## src/rtl/core/bts_pkg.sv

```systemverilog
// Shared types, codes and helpers for the operand type stack tracker.
package bts_pkg;

	typedef enum logic [3:0] {
		FN_PUSH    = 4'd0,
		FN_TPOP    = 4'd1,
		FN_POP     = 4'd2,
		FN_POP2    = 4'd3,
		FN_DUP     = 4'd4,
		FN_DUP_X1  = 4'd5,
		FN_DUP_X2  = 4'd6,
		FN_DUP2    = 4'd7,
		FN_DUP2_X1 = 4'd8,
		FN_DUP2_X2 = 4'd9,
		FN_SWAP    = 4'd10,
		FN_CLEAR   = 4'd11
	} func_t;

	localparam logic [2:0] ST_DONE    = 3'd0;
	localparam logic [2:0] ST_FAIL    = 3'd1;
	localparam logic [2:0] ST_OVER    = 3'd2;
	localparam logic [2:0] ST_BADTYPE = 3'd3;
	localparam logic [2:0] ST_NOPUSH  = 3'd4;

	localparam logic [3:0] TY_DEFAULT     = 4'd0;
	localparam logic [3:0] TY_INT         = 4'd1;
	localparam logic [3:0] TY_LONG        = 4'd2;
	localparam logic [3:0] TY_FLOAT       = 4'd3;
	localparam logic [3:0] TY_DOUBLE      = 4'd4;
	localparam logic [3:0] TY_BYTE        = 4'd5;
	localparam logic [3:0] TY_CHAR        = 4'd6;
	localparam logic [3:0] TY_SHORT       = 4'd7;
	localparam logic [3:0] TY_REF         = 4'd8;
	localparam logic [3:0] TY_ADDR        = 4'd9;
	localparam logic [3:0] TY_LONG_FILL   = 4'd10;
	localparam logic [3:0] TY_DOUBLE_FILL = 4'd11;

	typedef enum logic [2:0] {
		S_IDLE,
		S_READ,
		S_LAST,
		S_EVAL,
		S_WRITE,
		S_RESP
	} state_t;

	typedef struct packed {
		logic       load;
		logic       rd;
		logic [1:0] rd_k;
		logic       eval;
		logic       wr;
		logic [2:0] wr_i;
	} ctrl_cmd_t;

	typedef struct packed {
		logic [2:0] n_put;
	} dp_stat_t;

	function automatic logic is_cat1(input logic [3:0] t);
		return (t == TY_INT) || (t == TY_FLOAT) || (t >= TY_BYTE && t <= TY_ADDR);
	endfunction

	function automatic logic is_cat2(input logic [3:0] t);
		return (t == TY_LONG) || (t == TY_DOUBLE);
	endfunction

	function automatic logic is_filler(input logic [3:0] t);
		return (t == TY_LONG_FILL) || (t == TY_DOUBLE_FILL);
	endfunction

endpackage

```

## src/rtl/core/bts_ram.sv

```systemverilog
// Generic single-write, single-read RAM with registered read data.
module bts_ram #(
	parameter int WIDTH = 4,
	parameter int DEPTH = 64
) (
	input  logic                     clk,
	input  logic                     we,
	input  logic [$clog2(DEPTH)-1:0] waddr,
	input  logic [WIDTH-1:0]         wdata,
	input  logic                     re,
	input  logic [$clog2(DEPTH)-1:0] raddr,
	output logic [WIDTH-1:0]         rdata
);

	logic [WIDTH-1:0] mem_q [DEPTH];

	always_ff @(posedge clk) begin
		if (we) begin
			mem_q[waddr] <= wdata;
		end
		if (re) begin
			rdata <= mem_q[raddr];
		end
	end

endmodule

```

## src/rtl/core/bts_dp.sv

```systemverilog
// Datapath: slot memory, top-four slot capture, operation evaluation and result registers.
module bts_dp import bts_pkg::*; #(
	parameter int MAX_SLOTS = 64
) (
	input  logic       clk,
	input  logic       arst_n,
	input  ctrl_cmd_t  cmd,
	output dp_stat_t   stat,
	input  logic [3:0] in_func,
	input  logic [3:0] in_type,
	output logic       ok,
	output logic [2:0] status,
	output logic [6:0] depth,
	output logic [3:0] top_type
);

	localparam int CW = $clog2(MAX_SLOTS + 1);
	localparam int AW = $clog2(MAX_SLOTS);

	logic [3:0]    func_q, type_q;
	logic [CW-1:0] count_q;
	logic [3:0]    t_q [4];
	logic          cap_q;
	logic [1:0]    cap_k_q;
	logic [2:0]    st_q;
	logic [3:0]    top_q;
	logic [CW-1:0] base_q;
	logic [2:0]    n_q;
	logic [3:0]    put_q [6];

	logic [3:0]    rdata;
	logic [AW-1:0] raddr, waddr;

	logic [3:0]    ty, want, top_c;
	logic [2:0]    st_c, drop_c, n_c;
	logic          clr_c;
	logic [3:0]    put_c [6];
	logic [CW-1:0] base_c, count_c;
	logic [CW:0]   sum_c;

	assign raddr = AW'(count_q - CW'({1'b0, cmd.rd_k}) - CW'(1));
	assign waddr = AW'(base_q + CW'(cmd.wr_i));

	bts_ram #(.WIDTH(4), .DEPTH(MAX_SLOTS)) u_slots (
		.clk   (clk),
		.we    (cmd.wr),
		.waddr (waddr),
		.wdata (put_q[cmd.wr_i]),
		.re    (cmd.rd),
		.raddr (raddr),
		.rdata (rdata)
	);

	always_comb begin
		ty     = (type_q >= TY_BYTE && type_q <= TY_SHORT) ? TY_INT : type_q;
		want   = (ty == TY_LONG) ? TY_LONG_FILL : TY_DOUBLE_FILL;
		st_c   = ST_DONE;
		drop_c = 3'd0;
		n_c    = 3'd0;
		clr_c  = 1'b0;
		top_c  = t_q[0];
		for (int i = 0; i < 6; i++) begin
			put_c[i] = TY_DEFAULT;
		end
		case (func_q)
			FN_PUSH: begin
				if (type_q == TY_DEFAULT) begin
					st_c = ST_NOPUSH;
				end else if (type_q > TY_ADDR) begin
					st_c = ST_BADTYPE;
				end else begin
					put_c[0] = ty;
					if (ty == TY_LONG) begin
						put_c[1] = TY_LONG_FILL;
						n_c      = 3'd2;
					end else if (ty == TY_DOUBLE) begin
						put_c[1] = TY_DOUBLE_FILL;
						n_c      = 3'd2;
					end else begin
						n_c = 3'd1;
					end
				end
			end
			FN_TPOP: begin
				if (type_q > TY_ADDR) begin
					st_c = ST_BADTYPE;
				end else if (count_q == '0) begin
					st_c = ST_FAIL;
				end else if (ty == TY_DEFAULT) begin
					st_c = ST_DONE;
				end else if (is_cat2(ty)) begin
					if (count_q >= CW'(2) && t_q[0] == want) drop_c = 3'd2;
					else st_c = ST_FAIL;
				end else if (t_q[0] == ty) begin
					drop_c = 3'd1;
				end else begin
					st_c = ST_FAIL;
				end
			end
			FN_POP: begin
				if (count_q >= CW'(1) && is_cat1(t_q[0])) drop_c = 3'd1;
				else st_c = ST_FAIL;
			end
			FN_POP2: begin
				if (count_q >= CW'(2) && is_filler(t_q[0])) drop_c = 3'd2;
				else st_c = ST_FAIL;
			end
			FN_DUP: begin
				if (count_q >= CW'(1) && is_cat1(t_q[0])) begin
					put_c[0] = t_q[0];
					n_c      = 3'd1;
				end else begin
					st_c = ST_FAIL;
				end
			end
			FN_DUP_X1: begin
				if (count_q >= CW'(2) && is_cat1(t_q[0]) && is_cat1(t_q[1])) begin
					put_c[0] = t_q[0];
					put_c[1] = t_q[1];
					put_c[2] = t_q[0];
					drop_c   = 3'd2;
					n_c      = 3'd3;
				end else begin
					st_c = ST_FAIL;
				end
			end
			FN_DUP_X2: begin
				if (count_q >= CW'(3) && is_cat1(t_q[0])) begin
					put_c[0] = t_q[0];
					put_c[1] = t_q[2];
					put_c[2] = t_q[1];
					put_c[3] = t_q[0];
					drop_c   = 3'd3;
					n_c      = 3'd4;
				end else begin
					st_c = ST_FAIL;
				end
			end
			FN_DUP2: begin
				if (count_q >= CW'(2) && ((is_cat1(t_q[0]) && is_cat1(t_q[1])) ||
						(is_filler(t_q[0]) && is_cat2(t_q[1])))) begin
					put_c[0] = t_q[1];
					put_c[1] = t_q[0];
					put_c[2] = t_q[1];
					put_c[3] = t_q[0];
					drop_c   = 3'd2;
					n_c      = 3'd4;
				end else begin
					st_c = ST_FAIL;
				end
			end
			FN_DUP2_X1: begin
				if (count_q >= CW'(3) && is_cat1(t_q[2])) begin
					put_c[0] = t_q[1];
					put_c[1] = t_q[0];
					put_c[2] = t_q[2];
					put_c[3] = t_q[1];
					put_c[4] = t_q[0];
					drop_c   = 3'd3;
					n_c      = 3'd5;
				end else begin
					st_c = ST_FAIL;
				end
			end
			FN_DUP2_X2: begin
				if (count_q >= CW'(4)) begin
					put_c[0] = t_q[1];
					put_c[1] = t_q[0];
					put_c[2] = t_q[3];
					put_c[3] = t_q[2];
					put_c[4] = t_q[1];
					put_c[5] = t_q[0];
					drop_c   = 3'd4;
					n_c      = 3'd6;
				end else begin
					st_c = ST_FAIL;
				end
			end
			FN_SWAP: begin
				if (count_q >= CW'(2) && is_cat1(t_q[0]) && is_cat1(t_q[1])) begin
					put_c[0] = t_q[0];
					put_c[1] = t_q[1];
					drop_c   = 3'd2;
					n_c      = 3'd2;
				end else begin
					st_c = ST_FAIL;
				end
			end
			FN_CLEAR: clr_c = 1'b1;
			default:  st_c = ST_FAIL;
		endcase

		base_c = count_q - CW'(drop_c);
		sum_c  = {1'b0, base_c} + (CW+1)'(n_c);
		if (st_c == ST_DONE && !clr_c && sum_c > (CW+1)'(MAX_SLOTS)) begin
			st_c = ST_OVER;
		end

		count_c = count_q;
		if (st_c == ST_DONE) begin
			count_c = clr_c ? '0 : sum_c[CW-1:0];
			if (clr_c) begin
				top_c = TY_DEFAULT;
			end else if (n_c != 3'd0) begin
				for (int i = 0; i < 6; i++) begin
					if (n_c == 3'(i + 1)) top_c = put_c[i];
				end
			end else begin
				case (drop_c)
					3'd0:    top_c = t_q[0];
					3'd1:    top_c = t_q[1];
					default: top_c = t_q[2];
				endcase
			end
		end else begin
			n_c = 3'd0;
		end
	end

	// empty slots below the stack read as the default type
	always_ff @(posedge clk or negedge arst_n) begin
		if (!arst_n) begin
			count_q <= '0;
			cap_q   <= 1'b0;
			cap_k_q <= '0;
			n_q     <= '0;
		end else begin
			cap_q   <= cmd.rd;
			cap_k_q <= cmd.rd_k;
			if (cmd.eval) begin
				count_q <= count_c;
				n_q     <= n_c;
			end
		end
	end

	always_ff @(posedge clk) begin
		if (cmd.load) begin
			func_q <= in_func;
			type_q <= in_type;
		end
		if (cap_q) begin
			t_q[cap_k_q] <= (count_q > CW'(cap_k_q)) ? rdata : TY_DEFAULT;
		end
		if (cmd.eval) begin
			st_q   <= st_c;
			top_q  <= top_c;
			base_q <= base_c;
			put_q  <= put_c;
		end
	end

	assign stat.n_put = n_q;
	assign ok         = (st_q == ST_DONE);
	assign status     = st_q;
	assign depth      = 7'(count_q);
	assign top_type   = top_q;

endmodule

```

## src/rtl/core/bts_ctrl.sv

```systemverilog
// Controller: sequences accept, slot reads, evaluation, slot writes and the result word.
module bts_ctrl import bts_pkg::*; (
	input  logic      clk,
	input  logic      arst_n,
	input  logic      in_valid,
	output logic      in_ready,
	output logic      out_valid,
	input  logic      out_ready,
	input  dp_stat_t  stat,
	output ctrl_cmd_t cmd
);

	state_t     state_q, state_d;
	logic [1:0] k_q, k_d;
	logic [2:0] wi_q, wi_d;

	always_ff @(posedge clk or negedge arst_n) begin
		if (!arst_n) begin
			state_q <= S_IDLE;
			k_q     <= '0;
			wi_q    <= '0;
		end else begin
			state_q <= state_d;
			k_q     <= k_d;
			wi_q    <= wi_d;
		end
	end

	always_comb begin
		state_d   = state_q;
		k_d       = k_q;
		wi_d      = wi_q;
		cmd       = '0;
		cmd.rd_k  = k_q;
		cmd.wr_i  = wi_q;
		in_ready  = 1'b0;
		out_valid = 1'b0;
		unique case (state_q)
			S_IDLE: begin
				in_ready = 1'b1;
				if (in_valid) begin
					cmd.load = 1'b1;
					k_d      = '0;
					state_d  = S_READ;
				end
			end
			S_READ: begin
				cmd.rd = 1'b1;
				k_d    = k_q + 2'd1;
				if (k_q == 2'd3) state_d = S_LAST;
			end
			S_LAST: state_d = S_EVAL;
			S_EVAL: begin
				cmd.eval = 1'b1;
				wi_d     = '0;
				state_d  = S_WRITE;
			end
			S_WRITE: begin
				if (wi_q == stat.n_put) begin
					state_d = S_RESP;
				end else begin
					cmd.wr = 1'b1;
					wi_d   = wi_q + 3'd1;
				end
			end
			S_RESP: begin
				out_valid = 1'b1;
				if (out_ready) state_d = S_IDLE;
			end
			default: state_d = S_IDLE;
		endcase
	end

endmodule

```

## src/rtl/core/bytecode_type_stack_tracker_unit.sv

```systemverilog
// Top level of the operand type stack tracker: controller, datapath and port packing.
//
//  channel  | dir | word layout (low bit first)
//  s_axis   | in  | func[3:0], item_type[7:4]
//  m_axis   | out | ok[0], status[3:1], depth[10:4], top_type[14:11], zero[15]
//
// An operation runs: accept, four slot reads through the single RAM read
// port, capture, evaluate, one write per slot put (0 to 6), a final write-state
// check, then the result word. A new word is taken only after the result is
// taken. Reset empties the stack; no clearing pass. m_tready low holds the result.
module bytecode_type_stack_tracker_unit import bts_pkg::*; #(
	parameter int MAX_SLOTS = 64
) (
	input  logic        clk,
	input  logic        arst_n,
	input  logic        s_tvalid,
	output logic        s_tready,
	input  logic [7:0]  s_tdata,   // func, item_type
	output logic        m_tvalid,
	input  logic        m_tready,
	output logic [15:0] m_tdata    // ok, status, depth, top_type, pad
);

	ctrl_cmd_t  cmd;
	dp_stat_t   stat;
	logic       ok;
	logic [2:0] status;
	logic [6:0] depth;
	logic [3:0] top_type;

	bts_ctrl u_ctrl (
		.clk       (clk),
		.arst_n    (arst_n),
		.in_valid  (s_tvalid),
		.in_ready  (s_tready),
		.out_valid (m_tvalid),
		.out_ready (m_tready),
		.stat      (stat),
		.cmd       (cmd)
	);

	bts_dp #(.MAX_SLOTS(MAX_SLOTS)) u_dp (
		.clk      (clk),
		.arst_n   (arst_n),
		.cmd      (cmd),
		.stat     (stat),
		.in_func  (s_tdata[3:0]),
		.in_type  (s_tdata[7:4]),
		.ok       (ok),
		.status   (status),
		.depth    (depth),
		.top_type (top_type)
	);

	assign m_tdata = {1'b0, top_type, depth, status, ok};

`ifndef NO_ASSERTIONS
	a_one_in_flight: assert property (@(posedge clk) disable iff (!arst_n)
		m_tvalid |-> !s_tready)
		else $error("input ready while a result is pending");

	a_accept_busy: assert property (@(posedge clk) disable iff (!arst_n)
		(s_tvalid && s_tready) |=> (!s_tready && !m_tvalid))
		else $error("controller did not go busy after accept");

	a_ok_status: assert property (@(posedge clk) disable iff (!arst_n)
		m_tvalid |-> (m_tdata[0] == (m_tdata[3:1] == ST_DONE)))
		else $error("ok flag disagrees with status");
`endif

endmodule
```

## config.mk

```make
export PLATFORM = sky130hd
export DESIGN_NAME = bytecode_type_stack_tracker_unit
export DESIGN_NICKNAME = d
export VERILOG_FILES = /design/src/rtl/core/bts_pkg.sv /design/src/rtl/core/bts_ram.sv /design/src/rtl/core/bts_dp.sv /design/src/rtl/core/bts_ctrl.sv /design/src/rtl/core/bytecode_type_stack_tracker_unit.sv
export SDC_FILE = /design/constraint.sdc
export NUM_CORES = 1
export LEC_CHECK = 0
export ABC_AREA = 1
export BUFFER_PORTS_ARGS = -buffer_cell sky130_fd_sc_hd__buf_2
export CAP_MARGIN = 20
export CORE_MARGIN = 3
export CORE_UTILIZATION = 63
export CTS_CLUSTER_DIAMETER = 60
export DETAILED_ROUTE_END_ITERATION = 7
export PLACE_DENSITY = 0.88
export SETUP_SLACK_MARGIN = 0.3
export SLEW_MARGIN = 20
export SYNTH_ARGS = -nofsm -noshare
export SYNTH_HDL_FRONTEND = slang
export SYNTH_SLANG_ARGS = --single-unit
```

## constraint.sdc

```tcl
create_clock -name clk -period 4.63 [get_ports clk]
set_input_delay 1.389 -clock clk [delete_from_list [all_inputs] [get_ports clk]]
set_output_delay 1.389 -clock clk [all_outputs]
set_load 0.03 [all_outputs]
```

==> out/metrics.yaml, run 1 <==
final-max-slew-violation-count: 0
cts_root_buf: "clkbuf_16"
power_density_mw_per_mm2: 702
yosysTopAreaCell: "edfxtp_1"
die_y_um: 165
clkLatencyLatePin_ps: 550
timing.critical_path.cells: "nor2_4 -> nand2_1 -> nand3_1 -> nand2_1 -> nor2_1 -> nand2_2 -> o21ai_4 -> ha_1 -> inv_1 -> fa_2 -> inv_1 -> fa_1 -> o21ai_1 -> nand3_1 -> xor2_1 -> nor2_1 -> nand2_1 -> nand2_2 -> nand2_4 -> a21oi_4 -> inv_2 -> nand2_1 -> nand2_1"
cts_inserted_buffers: 36
max_stage_delay_ps: 580
yosysTopAreaCellShare_pct: 60.7
diodes: 0
wl_mm: 41.9
endpoint_kind: "flop"
path_buf_inv: 3
fmax_ghz: 0.232
tns_ps: 0
setup_viol: 0
min_path_type: "reg -> reg"
avgSynthCellArea_um2: 11.0
num_rows: 57
whs_path_depth: 2
drive_gt1_share_pct: 14.5
finClkSkew_ps: 31.0
synth.most_common_cell: "edfxtp_1"
syn_inst: 1438
crit_family: "simple AND/OR/NAND/NOR gates"
pwr-share-comb_pct: 45.1
fin_crit_ps: 4310
vias_per_cell: 6.51
worstPathMaxFanout: 6
io-pin-count: 30
final_area_mm2: 0.0179
path_common_cell: "nand2_1"
placed_cells: 1755
max_cap_viol_count: 0
grt_start_max_net_pins: 78
synth_fp_nets: 1469
switching_share_pct: 42.3
nNetsFinal: 1528
cts_tree: "yes"
grt_usage_pct: 30.5
post_drt_wl_per_cell_um: 22.7
drtPass1Iterations: 6
start_util_pct: 64.7
synthArstFlopShare_pct: 6.14
clock_sinks: 342
p_leak_nw: 6.69
synthTopCellsByCount: "edfxtp_1, nor2_1, nand2_1, o21ai_0, inv_1"
antenna_found_initial: 0
critPathLaunchType: "flop"
critPathKind: "reg -> reg"
hpwl_mm: 26.1
power.share.clock_pct: 21.9
grt_pass1_vias: 11424
worstMarginPinSlew_ps: 1120
overflow: 0
core_area_mm2: 0.0245
yosysSeqAreaShare_pct: 64.0
ant_nets: 0
final-instance-count-excl-fill: 1845
worst_ep_required_time_ps: 4930
die_w_um: 165
peakVddDrop_mv: 0.547
synthesis.area_mm2: 0.0159
p_sw_mw: 5.33
portBuffers: 28
synthTopCellsByArea: "edfxtp_1, nor2_1, nand2_1"
cpMaxStageDelayCell: "fa_2"
slew_headroom_pct: 25.3
yosys_register_bits: 342
syn_to_final_growth_pct: 12.9
gp_congestion: 1.02
place_worst_setup_slack_ps: 91.3
outcome: "finished clean"
crit_arrival_ps: 4620
holdWs_ps: 519
grt_pass1_wl_mm: 62.9
synthDistinctLibCells: 52
path_depth: 23
die-area_mm2: 0.0271
synth_edf_count: 321
hold_violations: 0
cts_max_level: 2
power.share.sequential_pct: 33.0
fin_ws_ps: 316
place_area_mm2: 0.0164
clockBufferDepth: 3
ys_warn_count: 0
reg2reg_depth: 23
total_power_mw: 12.6
synthFlopType: "edfxtp_1"
cts.clk_slew.worst_paths_ps: 60
dr.first_iter.drc_count: 2059
vias: 12004
fin_crit_sh_pct: 93.2
rsz0062_at_grt: "false"
utilization_pct: 73.1
drcViolationCount: 0
p_int_mw: 7.26
flip-flops by register name, summed over array words and instances (netlist names), 2 cells and up:
name	cells
u_dp.status	3
u_dp.base_q	6
u_dp.top_type	4
u_ctrl.wi_q	3
u_dp.type_q	4
u_dp.put_q	24
u_ctrl.state_q	3
u_dp.stat	3
u_dp.t_q	16
u_dp.func_q	4
u_dp.cap_k_q	2
u_ctrl.k_q	2
u_dp.u_slots.mem_q	256
u_dp.depth	7
u_dp.u_slots.rdata	4
logic make-up after synthesis:
logic type | share of synthesized area, %
adder cells (fa/ha/maj) | 1.69
buffers and inverters | 4.16
multiplexers | 1.95
other | 0.0236
AND/OR/NAND/NOR | 16.8
XOR/XNOR | 1.04
AO/OA/AOI/OAI | 10.3
flip-flops | 64.0
power by group through the flow:
stage	Clock (mW)	Sequential (mW)	Combinational, mW
floorplan	0	4.25	3.73
global placement	0	4.20	5.04
detailed placement	0	4.21	5.24
CTS	2.77	4.15	5.34
global route	2.91	4.17	6.08
finish	2.76	4.16	5.68
worst register-to-register path: stages (launching register included):
cell      delay (ps)
edfxtp_1         530
nor2_4           170
nand2_1           90
nand3_1           80
nand2_1           70
nor2_1           130
nand2_2          120
o21ai_4          180
ha_1             180
inv_1             90
fa_2             580
inv_1             60
fa_1             450
o21ai_1          220
nand3_1          150
xor2_1           180
nor2_1           110
nand2_1           70
nand2_2           90
nand2_4           80
a21oi_4          240
inv_2             80
nand2_1           80
nand2_1           50
routing by layer:
metal / part of all wire [%] / vias to the layer above / GRT usage (%)
met5: 0 / - / 0
met4: 4.2 / 0 / 12.2
met3: 11 / 158 / 6.02
met2: 47 / 900 / 48.2
met1: 37 / 5699 / 42.3
li1: - / 5247 / -
path summary, 6_finish.rpt:
kind | slack (ps) | start | to
max | 320 | u_dp.type_q[3]$_DFFE_PP_ | u_dp.top_type[0]$_DFFE_PP_
min | 520 | u_dp.stat[0]$_DFFE_PN0P_ | u_dp.stat[0]$_DFFE_PN0P_
max reg2reg | 320 | u_dp.type_q[3]$_DFFE_PP_ | u_dp.top_type[0]$_DFFE_PP_
min reg2reg | 520 | u_dp.stat[0]$_DFFE_PN0P_ | u_dp.stat[0]$_DFFE_PN0P_
max in group asynchronous | 3420 | arst_n | u_dp.depth[4]$_DFFE_PN0P_
min in group asynchronous | 820 | arst_n | u_ctrl.wi_q[2]$_DFFE_PN0P_
repair_timing:
item | 4_1_cts | 5_1_grt
buffers inserted | 3 | 25
pin swaps | 0 | 14
gates resized for setup | 5 | 28
endpoints found under the hold margin | 0 | 0
setup endpoints to repair | 15 | 15
hold buffers | 0 | 0
area by class of cell:
type	count	area, um2
fillers	1566	6600
flip-flops and latches	342	10200
clock inverters	16	169
multi-input cells	929	5260
inverters	107	408
clock buffers	46	978
well taps	324	405
repair buffers	81	551
placed cells by master, fill, tap and decap left out, types with 4 or more instances in the layout:
master	Yosys	routed
ha_1	15	13
nand3_1	75	75
o21ai_0	96	90
o221ai_1	35	35
nor3_1	11	10
nand2_1	192	189
mux2i_1	31	31
nand4_1	8	8
nand2_2	12	12
nand2_4	3	6
nor2_2	5	10
inv_2	15	13
buf_2	12	28
dfrtp_1	21	20
nand3_2	6	5
o22ai_1	4	4
o211ai_1	33	33
clkbuf_16	0	36
clkbuf_8	0	4
buf_4	3	52
clkbuf_1	34	6
edfxtp_1	321	321
o32ai_1	38	38
inv_1	91	90
nor2_1	290	281
o21ai_4	1	6
xor2_1	10	8
xnor2_1	7	7
clkinv_1	1	5
nor2_4	8	12
a21oi_1	16	16
Power figures use the tool's default switching activity.
==> inputs of run 2 (changes only) <==
--- a/config.mk
+++ b/config.mk
@@ -6,13 +6,13 @@
 export NUM_CORES = 1
 export LEC_CHECK = 0
 export ABC_AREA = 1
-export BUFFER_PORTS_ARGS = -buffer_cell sky130_fd_sc_hd__buf_2
 export CAP_MARGIN = 20
 export CORE_MARGIN = 3
 export CORE_UTILIZATION = 63
 export CTS_CLUSTER_DIAMETER = 60
 export DETAILED_ROUTE_END_ITERATION = 7
-export PLACE_DENSITY = 0.88
+export DONT_BUFFER_PORTS = 1
+export PLACE_DENSITY = 0.87
 export SETUP_SLACK_MARGIN = 0.3
 export SLEW_MARGIN = 20
 export SYNTH_ARGS = -nofsm -noshare
==> run 2 against run 1 <==
Against the previous run: clock power grew 4%; power shrank 0.17%; first-iteration DRC count shrank 23%; routed wire length shrank 5.5%; utilization shrank 0.71 points; via count shrank 2.7%; highest routed layer unchanged.
==> out/metrics.yaml, run 2 (synthesized netlist as in run 1, its figures left out) <==
cts_hold_buf: 0  # unchanged
cpMaxStageDelayCell: "edfxtp_1"
fin_crit_ps: 4160  # -159 ps
rsz0062_at_grt: "false"
met3WireLength_mm: 4.41  # -7.7%
ant_nets: 0  # unchanged
clkLatencyLatePin_ps: 530  # -20 ps
cts_tree: "yes"
power_density_mw_per_mm2: 708  # +0.81%
wl_met2_mm: 18.9  # -3.9%
post_drt_wl_per_cell_um: 21.9  # -3.7%
grt_pass1_vias: 11132  # -2.6%
largest_reg_flops: 256  # unchanged
wl_met1_mm: 14.9  # -4.4%
grt_usage_pct: 29.2  # -1.3 points
cts_inserted_buffers: 37  # +2.8%
die_w_um: 165  # unchanged
nNetsFinal: 1489  # -2.6%
p_leak_nw: 6.55  # -2.2%
vias_per_cell: 6.46  # -0.75%
final_common_cell: "edfxtp_1"
start_util_pct: 64.7  # unchanged
fmax_ghz: 0.241  # +3.8%
syn_to_final_growth_pct: 11.8
n_fill_cell: 1535  # -2.0%
layout_common_cells: "edfxtp_1, nor2_1, nand2_1, o21ai_0, inv_1"
portBuffers: 0  # -100%
max_cap_viol_count: 0  # unchanged
drive_gt1_share_pct: 12.3  # -2.1 points
path_common_cell: "nand2_1"
peakVddDrop_mv: 0.682  # +25%
critPathKind: "reg -> reg"
die_y_um: 165  # unchanged
total_power_mw: 12.6  # -0.17%
cts_root_buf: "clkbuf_16"
crit_arrival_ps: 4580  # -40 ps
clockBufferDepth: 3  # unchanged
top_layer_used: "met4"
wl_mm: 39.6  # -5.5%
fin_crit_sh_pct: 89.7  # -3.4 points
outcome: "finished clean"
grt_pass1_wl_mm: 60.8  # -3.4%
core_area_mm2: 0.0245  # unchanged
max_stage_delay_ps: 520  # -60 ps
die-area_mm2: 0.0271  # unchanged
worstPathMaxFanout: 7  # +1
num_rows: 57  # unchanged
cts_max_level: 2  # unchanged
clock_sinks: 342  # unchanged
antenna_found_initial: 0  # unchanged
cts.clk_slew.worst_paths_ps: 60  # about the same
endpoint_kind: "flop"
largest_register: "u_dp.u_slots.mem_q"
finClkSkew_ps: 21.6  # -9.43 ps
critPathLaunchType: "flop"
io-pin-count: 30  # unchanged
slew_headroom_pct: 26.9  # +1.6 points
drtPass1Iterations: 6  # unchanged
dr.first_iter.drc_count: 1591  # -23%
final-max-slew-violation-count: 0  # unchanged
overflow: 0  # unchanged
min_path_type: "reg -> reg"
hold_violations: 0  # unchanged
grt_start_max_net_pins: 81  # +3.8%
tns_ps: 0  # unchanged
gp_congestion: 1.02  # -0.42%
drcViolationCount: 0  # unchanged
setup_viol: 0  # unchanged
worst_ep_required_time_ps: 5050  # +120 ps
hpwl_mm: 25.0  # -4.6%
vias: 11682  # -2.7%
reg.largest.list: "u_dp.u_slots.mem_q (256), u_dp.put_q (24), u_dp.t_q (16)"
worstMarginPinSlew_ps: 1090  # -24.5 ps
-- run 2: cell types whose count changed in the layout (fill, tap and decap cells not counted), moves of 2 or more --
cell and change:
nand3_2 +3, clkbuf_16 +2, clkbuf_8 -4, inv_2 +2, clkinv_1 +3, clkinvlp_4 -3, clkinv_16 -2, inv_6 -2
nand3_1 -2, bufinv_16 +3, buf_4 -13, clkbuf_1 +2, clkinv_2 +3, buf_2 -28
-- run 2: routing by layer --
metal  GRT usage, %  vias up
met5              0        -
met4           10.3        0
met3           5.72      118
met2           47.2      819
met1           40.1     5570
li1               -     5175
-- run 2: final timing paths --
path | from | endpoint | slack (ps) | depth (start not counted)
max | u_dp.type_q[3]$_DFFE_PP_ | u_dp.depth[3]$_DFFE_PN0P_ | 470 | 27
min | u_ctrl.k_q[0]$_DFFE_PN0P_ | u_dp.cap_k_q[0]$_DFF_PN0_ | 470 | 0
max reg2reg | u_dp.type_q[3]$_DFFE_PP_ | u_dp.depth[3]$_DFFE_PN0P_ | 470 | 27
min reg2reg | u_ctrl.k_q[0]$_DFFE_PN0P_ | u_dp.cap_k_q[0]$_DFF_PN0_ | 470 | 0
max in group asynchronous | arst_n | u_dp.cap_q$_DFF_PN0_ | 4000 | 0
min in group asynchronous | arst_n | u_ctrl.state_q[1]$_DFFE_PN0P_ | 550 | 0
-- run 2: where the power goes --
| group | switching [mW] | internal, mW |
|---|---|---|
| clock network | 1.18 | 1.68 |
| registers | 0.189 | 3.98 |
| logic | 3.83 | 1.71 |
-- run 2: metrics by stage --
stage	hold WS [ps]	area, um2	utilization (%)	cells	setup slack, ps
after floorplan	414	15900	-	1438	415
after global placement	464	16300	66.4	1725	280
after detailed placement	438	16300	66.4	1725	54.0
after CTS	469	17500	71.4	1795	321
after global routing	497	17800	72.4	1808	227
final	469	17800	72.4	1809	475
-- run 2: layout make-up --
cell class	instances	area [um2]	share of cell area, %
sequential	342	10200	57.2
multi-input combinational	929	5270	29.7
clock buffer	46	981	5.52
inverter	107	405	2.28
tap	324	405	2.28
timing repair buffer	41	333	1.87
clock inverter	19	198	1.11
antenna	1	2.50	0.0141
-- run 2: repair_timing --
item	in CTS	in global routing
endpoints found under the setup margin	15	15
gates resized for setup	3	33
pin swaps	1	15
setup buffers	5	13
-- run 2: worst max-delay path, delay by kind of cell (launching register included) --
| kind | cells | cell delay [ps] |
|---|---|---|
| xor+xnor | 1 | 170 |
| buf+inv | 3 | 300 |
| compound gates | 3 | 620 |
| fa+ha+maj | 3 | 900 |
| simple gates | 17 | 1520 |
| flops | 1 | 520 |
